## src/sv/svdcd_pkg.sv

```systemverilog
`default_nettype none
// ----------------------------------------------------------------------------
// svdcd_pkg
// shared constants, types and character helpers for the valve / dac decoder
// ----------------------------------------------------------------------------
package svdcd_pkg;

    localparam int LINE_BYTES = 11;
    localparam int CNT_W      = $clog2(LINE_BYTES);

    typedef logic [7:0] t_byte;

    // characters
    localparam t_byte CHAR_CR   = 8'h0D;
    localparam t_byte CHAR_0    = 8'h30;
    localparam t_byte CHAR_1    = 8'h31;
    localparam t_byte CHAR_9    = 8'h39;
    localparam t_byte CHAR_UA   = 8'h41;
    localparam t_byte CHAR_UB   = 8'h42;
    localparam t_byte CHAR_UD   = 8'h44;
    localparam t_byte CHAR_UF   = 8'h46;
    localparam t_byte CHAR_UG   = 8'h47;
    localparam t_byte CHAR_UR   = 8'h52;
    localparam t_byte CHAR_UV   = 8'h56;
    localparam t_byte CHAR_LA   = 8'h61;
    localparam t_byte CHAR_LF   = 8'h66;

    // dac command bytes
    localparam t_byte CMD_DAC_A = 8'h18;
    localparam t_byte CMD_DAC_B = 8'h19;

    // action codes
    localparam logic [1:0] ACT_NONE  = 2'd0;
    localparam logic [1:0] ACT_VALVE = 2'd1;
    localparam logic [1:0] ACT_DAC   = 2'd2;

    // status codes
    localparam logic [2:0] ST_NONE  = 3'd0;
    localparam logic [2:0] ST_A_OFF = 3'd1;
    localparam logic [2:0] ST_A_ON  = 3'd2;
    localparam logic [2:0] ST_B_OFF = 3'd3;
    localparam logic [2:0] ST_B_ON  = 3'd4;
    localparam logic [2:0] ST_DAC_A = 3'd5;
    localparam logic [2:0] ST_DAC_B = 3'd6;

    // one completed line, bytes past the last received one read as zero
    typedef struct packed {
        logic                       valid;
        logic [LINE_BYTES-1:0][7:0] bytes;
    } t_line;

    // {is_hex, value}
    function automatic logic [4:0] hex_digit(input t_byte c);
        logic [4:0] r;
        r = 5'd0;
        if (c >= CHAR_0 && c <= CHAR_9) begin
            r = {1'b1, 4'(c - CHAR_0)};
        end else if (c >= CHAR_UA && c <= CHAR_UF) begin
            r = {1'b1, 4'(c - CHAR_UA + 8'd10)};
        end else if (c >= CHAR_LA && c <= CHAR_LF) begin
            r = {1'b1, 4'(c - CHAR_LA + 8'd10)};
        end
        return r;
    endfunction

    // up to two hex digits, stops at the first non-hex character
    function automatic t_byte parse_pair(input t_byte c0, input t_byte c1);
        logic [4:0] d0;
        logic [4:0] d1;
        t_byte      r;
        d0 = hex_digit(c0);
        d1 = hex_digit(c1);
        if (!d0[4]) begin
            r = 8'd0;
        end else if (!d1[4]) begin
            r = {4'd0, d0[3:0]};
        end else begin
            r = {d0[3:0], d1[3:0]};
        end
        return r;
    endfunction

endpackage
`default_nettype wire

```

## src/sv/svdcd_line.sv

```systemverilog
`default_nettype none
// ----------------------------------------------------------------------------
// svdcd_line
// line buffer: collects bytes and hands a finished line to the decoder
// ----------------------------------------------------------------------------
module svdcd_line import svdcd_pkg::*; (
    input  wire logic  i_clk,
    input  wire logic  i_rst_n,
    input  wire logic  i_rx_valid,
    output logic       o_rx_stall,
    input  wire t_byte i_rx_byte,
    input  wire logic  i_line_take,
    output t_line      o_line
);

    localparam logic [CNT_W-1:0] LINE_LAST = CNT_W'(LINE_BYTES - 1);

    t_byte                      r_buf [LINE_BYTES];
    logic [CNT_W-1:0]           r_count;
    logic                       r_line_valid;
    logic [LINE_BYTES-1:0][7:0] r_line_bytes;
    logic [LINE_BYTES-1:0][7:0] n_line_bytes;
    logic                       accept;
    logic                       line_end;

    assign o_rx_stall = r_line_valid && !i_line_take;
    assign accept     = i_rx_valid && !o_rx_stall;
    assign line_end   = (i_rx_byte == CHAR_CR) || (r_count == LINE_LAST);

    // snapshot of the line including the byte now arriving
    always_comb begin
        for (int k = 0; k < LINE_BYTES; k++) begin
            if (CNT_W'(k) < r_count) begin
                n_line_bytes[k] = r_buf[k];
            end else if (CNT_W'(k) == r_count) begin
                n_line_bytes[k] = i_rx_byte;
            end else begin
                n_line_bytes[k] = 8'd0;
            end
        end
    end

    always_ff @(posedge i_clk) begin
        if (accept && !line_end) begin
            r_buf[r_count] <= i_rx_byte;
        end
    end

    always_ff @(posedge i_clk) begin
        if (!i_rst_n) begin
            r_count <= '0;
        end else if (accept) begin
            r_count <= line_end ? '0 : r_count + 1'b1;
        end
    end

    always_ff @(posedge i_clk) begin
        if (!i_rst_n) begin
            r_line_valid <= 1'b0;
        end else if (accept && line_end) begin
            r_line_valid <= 1'b1;
        end else if (i_line_take) begin
            r_line_valid <= 1'b0;
        end
    end

    always_ff @(posedge i_clk) begin
        if (accept && line_end) begin
            r_line_bytes <= n_line_bytes;
        end
    end

    assign o_line = {r_line_valid, r_line_bytes};

`ifndef SYNTH
    a_count_range : assert property (@(posedge i_clk) disable iff (!i_rst_n)
        r_count <= LINE_LAST)
        else $error("byte count past line end");

    a_end_hands_off : assert property (@(posedge i_clk) disable iff (!i_rst_n)
        accept && line_end |=> r_count == '0 && r_line_valid)
        else $error("line end did not restart buffer");

    a_take_needs_line : assert property (@(posedge i_clk) disable iff (!i_rst_n)
        !r_line_valid |-> !o_rx_stall)
        else $error("stall without pending line");
`endif

endmodule
`default_nettype wire

```

## src/sv/svdcd_decode.sv

```systemverilog
`default_nettype none
// ----------------------------------------------------------------------------
// svdcd_decode
// command decode, valve levels and the result register
// ----------------------------------------------------------------------------
module svdcd_decode import svdcd_pkg::*; (
    input  wire logic       i_clk,
    input  wire logic       i_rst_n,
    input  wire logic [1:0] i_dev_addr,
    input  wire t_line      i_line,
    output logic            o_line_take,
    output logic            o_res_valid,
    input  wire logic       i_res_stall,
    output logic [1:0]      o_action,
    output logic [2:0]      o_status_code,
    output logic            o_valve_a_on,
    output logic            o_valve_b_on,
    output t_byte           o_dac_command,
    output t_byte           o_dac_high,
    output t_byte           o_dac_low
);

    logic                  r_valve_a;
    logic                  r_valve_b;
    logic                  r_res_valid;
    logic [1:0]            r_action;
    logic [2:0]            r_status;
    logic                  r_out_a;
    logic                  r_out_b;
    t_byte                 r_cmd;
    t_byte                 r_hi;
    t_byte                 r_lo;

    logic [1:0]            n_action;
    logic [2:0]            n_status;
    logic                  n_valve_a;
    logic                  n_valve_b;
    t_byte                 n_cmd;
    t_byte                 n_hi;
    t_byte                 n_lo;

    logic [LINE_BYTES-1:0] nz;
    logic                  len7;
    logic                  len10;
    logic                  head;
    t_byte                 addr_char;
    t_byte                 v;
    t_byte                 s;
    logic                  lvl;

    assign o_line_take = i_line.valid && (!r_res_valid || !i_res_stall);

    always_comb begin
        for (int k = 0; k < LINE_BYTES; k++) begin
            nz[k] = i_line.bytes[k] != 8'd0;
        end
    end

    // length is the count of bytes before the first zero
    assign len7      = (&nz[6:0]) && !nz[7];
    assign len10     = (&nz[9:0]) && !nz[10];
    assign addr_char = CHAR_0 + {6'd0, i_dev_addr};
    assign head      = i_line.bytes[0] == CHAR_UG && i_line.bytes[1] == CHAR_UR &&
                       i_line.bytes[2] == addr_char;
    assign v         = i_line.bytes[4];
    assign s         = i_line.bytes[5];
    assign lvl       = s == CHAR_1;

    always_comb begin
        n_action  = ACT_NONE;
        n_status  = ST_NONE;
        n_valve_a = r_valve_a;
        n_valve_b = r_valve_b;
        n_cmd     = 8'd0;
        n_hi      = 8'd0;
        n_lo      = 8'd0;
        if (head && i_line.bytes[3] == CHAR_UV && len7) begin
            if ((v == CHAR_0 || v == CHAR_1) && (s == CHAR_0 || s == CHAR_1)) begin
                n_action = ACT_VALVE;
                if (v == CHAR_0) begin
                    n_valve_a = lvl;
                    n_status  = lvl ? ST_A_ON : ST_A_OFF;
                end else begin
                    n_valve_b = lvl;
                    n_status  = lvl ? ST_B_ON : ST_B_OFF;
                end
            end
        end else if (head && i_line.bytes[3] == CHAR_UD &&
                     (v == CHAR_UA || v == CHAR_UB) && len10) begin
            n_action = ACT_DAC;
            n_hi     = parse_pair(i_line.bytes[5], i_line.bytes[6]);
            n_lo     = parse_pair(i_line.bytes[7], i_line.bytes[8]);
            n_cmd    = (v == CHAR_UA) ? CMD_DAC_A : CMD_DAC_B;
            n_status = (v == CHAR_UA) ? ST_DAC_A : ST_DAC_B;
        end
    end

    always_ff @(posedge i_clk) begin
        if (!i_rst_n) begin
            r_valve_a   <= 1'b0;
            r_valve_b   <= 1'b0;
            r_res_valid <= 1'b0;
        end else begin
            if (o_line_take) begin
                r_valve_a   <= n_valve_a;
                r_valve_b   <= n_valve_b;
                r_res_valid <= 1'b1;
            end else if (!i_res_stall) begin
                r_res_valid <= 1'b0;
            end
        end
    end

    always_ff @(posedge i_clk) begin
        if (o_line_take) begin
            r_action <= n_action;
            r_status <= n_status;
            r_out_a  <= n_valve_a;
            r_out_b  <= n_valve_b;
            r_cmd    <= n_cmd;
            r_hi     <= n_hi;
            r_lo     <= n_lo;
        end
    end

    assign o_res_valid   = r_res_valid;
    assign o_action      = r_action;
    assign o_status_code = r_status;
    assign o_valve_a_on  = r_out_a;
    assign o_valve_b_on  = r_out_b;
    assign o_dac_command = r_cmd;
    assign o_dac_high    = r_hi;
    assign o_dac_low     = r_lo;

`ifndef SYNTH
    a_none_clean : assert property (@(posedge i_clk) disable iff (!i_rst_n)
        r_res_valid && r_action == ACT_NONE |->
            r_status == ST_NONE && r_cmd == 8'd0 && r_hi == 8'd0 && r_lo == 8'd0)
        else $error("no-command result carries data");

    a_valve_a_on : assert property (@(posedge i_clk) disable iff (!i_rst_n)
        r_res_valid && r_status == ST_A_ON |-> r_out_a && r_action == ACT_VALVE)
        else $error("valve a status and level disagree");

    a_dac_cmd : assert property (@(posedge i_clk) disable iff (!i_rst_n)
        r_res_valid && r_action == ACT_DAC |->
            (r_cmd == CMD_DAC_A && r_status == ST_DAC_A) ||
            (r_cmd == CMD_DAC_B && r_status == ST_DAC_B))
        else $error("dac command and status disagree");

    a_level_follows : assert property (@(posedge i_clk) disable iff (!i_rst_n)
        o_line_take |=> r_out_a == r_valve_a && r_out_b == r_valve_b)
        else $error("reported valve level differs from held level");
`endif

endmodule
`default_nettype wire

```

## src/sv/serial_valve_dac_command_decoder.sv

```systemverilog
// throughput: one received byte per cycle, every cycle, with a free result slot
// a line's last byte transfer loads the line snapshot, and the result register is
//   loaded from the snapshot when the decoder takes the line
// a stalled result holds one more finished line in the snapshot before input stalls
// reset (synchronous, active low) empties the line, clears both valve levels,
//   the device address and both valid flags; the line buffer itself is not cleared
`default_nettype none
// ----------------------------------------------------------------------------
// serial_valve_dac_command_decoder
// collects serial bytes into lines and decodes valve and dac commands
// ----------------------------------------------------------------------------
module serial_valve_dac_command_decoder import svdcd_pkg::*; (
    input  wire logic       i_clk,
    input  wire logic       i_rst_n,
    // configuration
    input  wire logic       i_cfg_we,
    input  wire logic [1:0] i_cfg_wdata,
    // received byte channel
    input  wire logic       i_rx_valid,
    output logic            o_rx_stall,
    input  wire logic [7:0] i_rx_byte,
    // result channel
    output logic            o_res_valid,
    input  wire logic       i_res_stall,
    output logic [1:0]      o_action,
    output logic [2:0]      o_status_code,
    output logic            o_valve_a_on,
    output logic            o_valve_b_on,
    output logic [7:0]      o_dac_command,
    output logic [7:0]      o_dac_high,
    output logic [7:0]      o_dac_low
);

    // jumper address; write only while no line is in flight, the block does not enforce this
    logic [1:0] r_dev_addr;
    // finished line between buffer and decoder
    t_line      line;
    // decoder pulls the snapshot when its result slot is free
    logic       line_take;

    always_ff @(posedge i_clk) begin
        if (!i_rst_n) begin
            r_dev_addr <= 2'd0;
        end else if (i_cfg_we) begin
            r_dev_addr <= i_cfg_wdata;
        end
    end

    // byte collection, line end on carriage return or full buffer
    svdcd_line u_line (
        .i_clk       (i_clk),
        .i_rst_n     (i_rst_n),
        .i_rx_valid  (i_rx_valid),
        .o_rx_stall  (o_rx_stall),
        .i_rx_byte   (i_rx_byte),
        .i_line_take (line_take),
        .o_line      (line)
    );

    // one result per finished line, valve state lives here
    svdcd_decode u_decode (
        .i_clk         (i_clk),
        .i_rst_n       (i_rst_n),
        .i_dev_addr    (r_dev_addr),
        .i_line        (line),
        .o_line_take   (line_take),
        .o_res_valid   (o_res_valid),
        .i_res_stall   (i_res_stall),
        .o_action      (o_action),
        .o_status_code (o_status_code),
        .o_valve_a_on  (o_valve_a_on),
        .o_valve_b_on  (o_valve_b_on),
        .o_dac_command (o_dac_command),
        .o_dac_high    (o_dac_high),
        .o_dac_low     (o_dac_low)
    );

`ifndef SYNTH
    a_take_only_line : assert property (@(posedge i_clk) disable iff (!i_rst_n)
        line_take |-> line.valid)
        else $error("decoder took an empty snapshot");

    a_res_after_take : assert property (@(posedge i_clk) disable iff (!i_rst_n)
        line_take |=> o_res_valid)
        else $error("taken line gave no result");

    a_stall_reason : assert property (@(posedge i_clk) disable iff (!i_rst_n)
        o_rx_stall |-> o_res_valid && i_res_stall)
        else $error("input stalled with result path free");
`endif

endmodule
`default_nettype wire
```

## config.mk

```make
export PLATFORM = sky130hd
export DESIGN_NAME = serial_valve_dac_command_decoder
export DESIGN_NICKNAME = d
export VERILOG_FILES = /design/src/sv/svdcd_pkg.sv /design/src/sv/svdcd_line.sv /design/src/sv/svdcd_decode.sv /design/src/sv/serial_valve_dac_command_decoder.sv
export SDC_FILE = /design/constraint.sdc
export NUM_CORES = 1
export LEC_CHECK = 0
export BUFFER_PORTS_ARGS = -buffer_cell sky130_fd_sc_hd__buf_2
export CELL_PAD_IN_SITES_DETAIL_PLACEMENT = 1
export CELL_PAD_IN_SITES_GLOBAL_PLACEMENT = 1
export CORE_ASPECT_RATIO = 1.1
export CORE_MARGIN = 2
export CORE_UTILIZATION = 30
export CTS_CLUSTER_DIAMETER = 200
export CTS_CLUSTER_SIZE = 20
export DETAILED_ROUTE_END_ITERATION = 10
export HOLD_SLACK_MARGIN = 0.03
export PLACE_DENSITY_LB_ADDON = 0.12
export SLEW_MARGIN = 25
export SYNTH_ARGS = -nofsm -noshare
export SYNTH_HDL_FRONTEND = slang
export SYNTH_HIERARCHICAL = 1
export SYNTH_SLANG_ARGS = --single-unit
```

## constraint.sdc

```tcl
create_clock -name i_clk -period 8.93 [get_ports i_clk]
set_input_delay 1.3395 -clock i_clk [delete_from_list [all_inputs] [get_ports i_clk]]
set_output_delay 1.3395 -clock i_clk [all_outputs]
set_load 0.01 [all_outputs]
```

==> summary.txt <==
Global routing
  – Gr ovfl total: 0
  – Pin count of the biggest net entering global routing: 75
  – First-pass GRT wire length: roughly 38000 um
  – Initial antenna violation count: 0
  – Vias in the first global route: ~6300
  – Gr usage total: 14.9%

Power
  – Clk network pwr share: approximately a third
  – PwrDens: 174 mW/mm^2
  – Sequential share of power: roughly 60%
  – Logic gate share of total power: approximately 4.9%
  – LEAKAGE: ~0.0035 uW
  – Maximum vdd drop: between 0.0001 and 0.00015 V
  – Sw frac: a little over a fifth
  – Net Sw Power: between 400 and 500 uW
  – P_int: 1430 uW

STA
  – Final period util: ~43%
  – Setup ws final: between 5 and 6 ns
  – Slew Limit Fails: 0
  – Final Setup Violations: 0
  – Fmax: 258 MHz
  – Measured slew at the worst slew-check pin: a little over 1 ns
  – Hold Slack: approximately 0.48 ns
  – Period minus WS final: slightly below 4 ns
  – Final hold viol count: 0
  – Relative slew slack: between 30 and 40%
  – Setup Skew: approximately 0.021 ns
  – Unrepaired setup endpoints after global routing: false
  – TNS Setup: 0 ns

Synth
  – Ys async rst share: 0%
  – Synthesized cell area: 0.00954 mm^2
  – Ys flop type: edfxtp_1
  – Yosys warns: 6
  – Yosys top cell area share: between 60 and 70%
  – Sequential element share of the synthesized area: around 65%
  – Post-Syn Instances: 770
  – Post-synth EDFFs: 201
  – Avg Cell Area, Syn: ~12 um^2
  – Synth Register Bits: 211
  – Yosys cell types: 60
  – Dominant cell type by area after synthesis: edfxtp_1
  – Synth top area cells: edfxtp_1 (63%), nand2_1 (4.2%), o21ai_0 (3.5%), ha_1 (2.6%), a22o_1 (2.4%)

Cells and area
  – Most frequent cells in the layout: edfxtp_1 (201), nand2_1 (107), o21ai_0 (66), buf_2 (42), nand3_1 (37)
  – Design area: around 0.011 mm^2
  – Most common cell after layout, fill and taps aside: edfxtp_1
  – ANT cells: 0
  – Layout cells sized above 1: around 11%
  – Post-Layout Cell Count: between 1000 and 1500
  – Area Overhead vs Synth: 10.8%
  – # nets final: between 800 and 900

Placement
  – Placed insts: 1197
  – GPL Wtd Cong: approximately 0.76
  – Hpwl dp: about 17000 um
  – Area post-placement: approximately 0.010 mm^2
  – Worst slack at placement: 4.47 ns
  – Port bufs: 42

Floorplan
  – Core Footprint: ~0.031 mm^2
  – FP Rows: slightly below 70
  – Initial core utilization: approximately 30%
  – Chip width: 174 um
  – Die Area: approximately 0.033 mm^2
  – Die H: roughly 190 um
  – Top Ports: 48

Drt
  – Final wirelength: 24700 um
  – Via-to-Cell Ratio: 5.00
  – Wire per inst: roughly 20 um
  – Drt pass-1 iters: 5
  – DRC errors left: 0
  – 1st-iter DRT viols: approximately 470
  – Final antenna-violating net count: 0
  – Via count: 6105

Critical path
  – Worst R2R Path Depth: 4
  – Required @ worst endpoint: about 9.0 ns
  – WS Path Type: input pin to register
  – CP Data Arrival Time: between 3 and 4 ns
  – Element type at the critical path end: register
  – Startpoint Class: input pin
  – CP startpoint: i_res_stall
  – Worst r2r src: u_line/r_count[1]
  – Reg2reg setup slack: about 5.3 ns
  – Max Fanout on Critical Path: 64

CTS
  – Post-CTS Hold Buffers: 0
  – Num CTS Buffers: 14
  – Clk Latency, worst-skew pair: 0.49 ns
  – Root buffer cell: clkbuf_16
  – Post-CTS sizing: 0
  – Setup repair bufs after CTS: 0
  – Clock sink count: 211
  – H-tree level count: 1
  – CTS tree: yes
  – Max clock buf depth: 3
  – Worst-path clk slew: about 0.080 ns

Outcome
  – Outcome: finished clean

Hold path
  – Hold Path Class: register to register
  – Hold depth: 2
  – Hold path startpoint: u_decode/r_valve_b

Job
  – Max-cap violations: 0
==> critical path, cell delays in order <==
cell,delay (ns)
buf_2,0.11
a21boi_2,0.13
buf_4,0.35
nand2b_1,0.32
nand2_1,0.27
nor2_4,0.64
buf_4,0.76
==> sequential cells by signal, indices dropped and copies added, names as in the netlist, 2 cells and up <==
name,count
u_decode/o_status_code,3
u_decode/o_dac_command,2
r_dev_addr,2
u_line/o_line,88
u_decode/o_dac_high,8
u_line/r_count,4
u_decode/o_action,2
u_decode/o_dac_low,8
u_line/r_buf,88
==> cell usage after synthesis, types with 2 or more instances <==
master / n
nand3_1: 37
buf_4: 7
a32o_1: 16
a22oi_1: 2
and2_1: 9
buf_1: 5
a22o_1: 26
a211oi_1: 3
nand2_1: 107
edfxtp_1: 201
or3b_2: 3
a31oi_1: 5
nor3_1: 13
nor2_1: 31
or3_1: 5
o31ai_1: 3
mux2_2: 11
a21boi_1: 2
mux2i_1: 4
and3_1: 5
conb_1: 2
nor4_1: 13
nand4bb_1: 3
nand4_1: 7
nor3b_1: 2
or4_1: 6
dfxtp_1: 10
o21ai_0: 66
nor2b_1: 8
ha_1: 20
inv_1: 27
clkbuf_1: 35
buf_2: 5
o21bai_1: 2
nand2b_1: 6
nor4b_1: 6
a21boi_0: 17
or2_2: 3
xnor2_1: 5
a21oi_1: 12
==> routing by layer <==
| metal | global-route usage [%] | wire (um) | up-vias |
|---|---|---|---|
| li1 | - | - | 2903 |
| met2 | 23.6 | 11000 | 126 |
| met3 | 2.05 | 1010 | 21 |
| met5 | 0 | 0 | - |
| met4 | 2.46 | 251 | 0 |
| met1 | 22.0 | 12400 | 3055 |
==> per-stage QoR <==
step	utilization, %	total power [uW]
detailed placement	32.4	1210
floorplan	-	1180
finish	33.7	1830
global placement	32.4	1210
global route	33.7	1910
CTS	33.7	1870
==> logic make-up after synthesis <==
group	after synthesis	synth area share, %
XOR/XNOR	6	0.551
adder cells (fa/ha/maj)	20	2.62
multiplexers	15	1.72
other	2	0.0788
AND/OR/NAND/NOR	272	14.4
flip-flops	211	65.4
buffers and inverters	79	3.45
AO/OA/AOI/OAI	165	11.8
==> power by group through the flow <==
stage          Clock (uW)  Sequential [uW]  Combinational, uW
6_report              644             1100               90.3
5_1_grt               709             1100                101
4_1_cts               679             1100               91.9
3_5_place_dp            0             1120               91.6
3_3_place_gp            0             1120               88.3
2_1_floorplan           0             1120               60.7
==> final timing paths <==
| check | to |
|---|---|
| setup reg to reg | u_line/o_line[54] |
| setup / recovery | u_line/o_line[54] |
| hold / removal | u_decode/r_valve_b |
| hold reg to reg | u_decode/r_valve_b |
==> area by class of cell <==
cell class                 count  area [um^2]
clock buffer                  23          405
clock inverter                 1         11.3
fill                        3431        20700
inverter                      27          101
multi-input combinational    491         3030
sequential                   211         6240
tap                          420          526
timing repair buffer          48          255
Power figures use the tool's default switching activity.
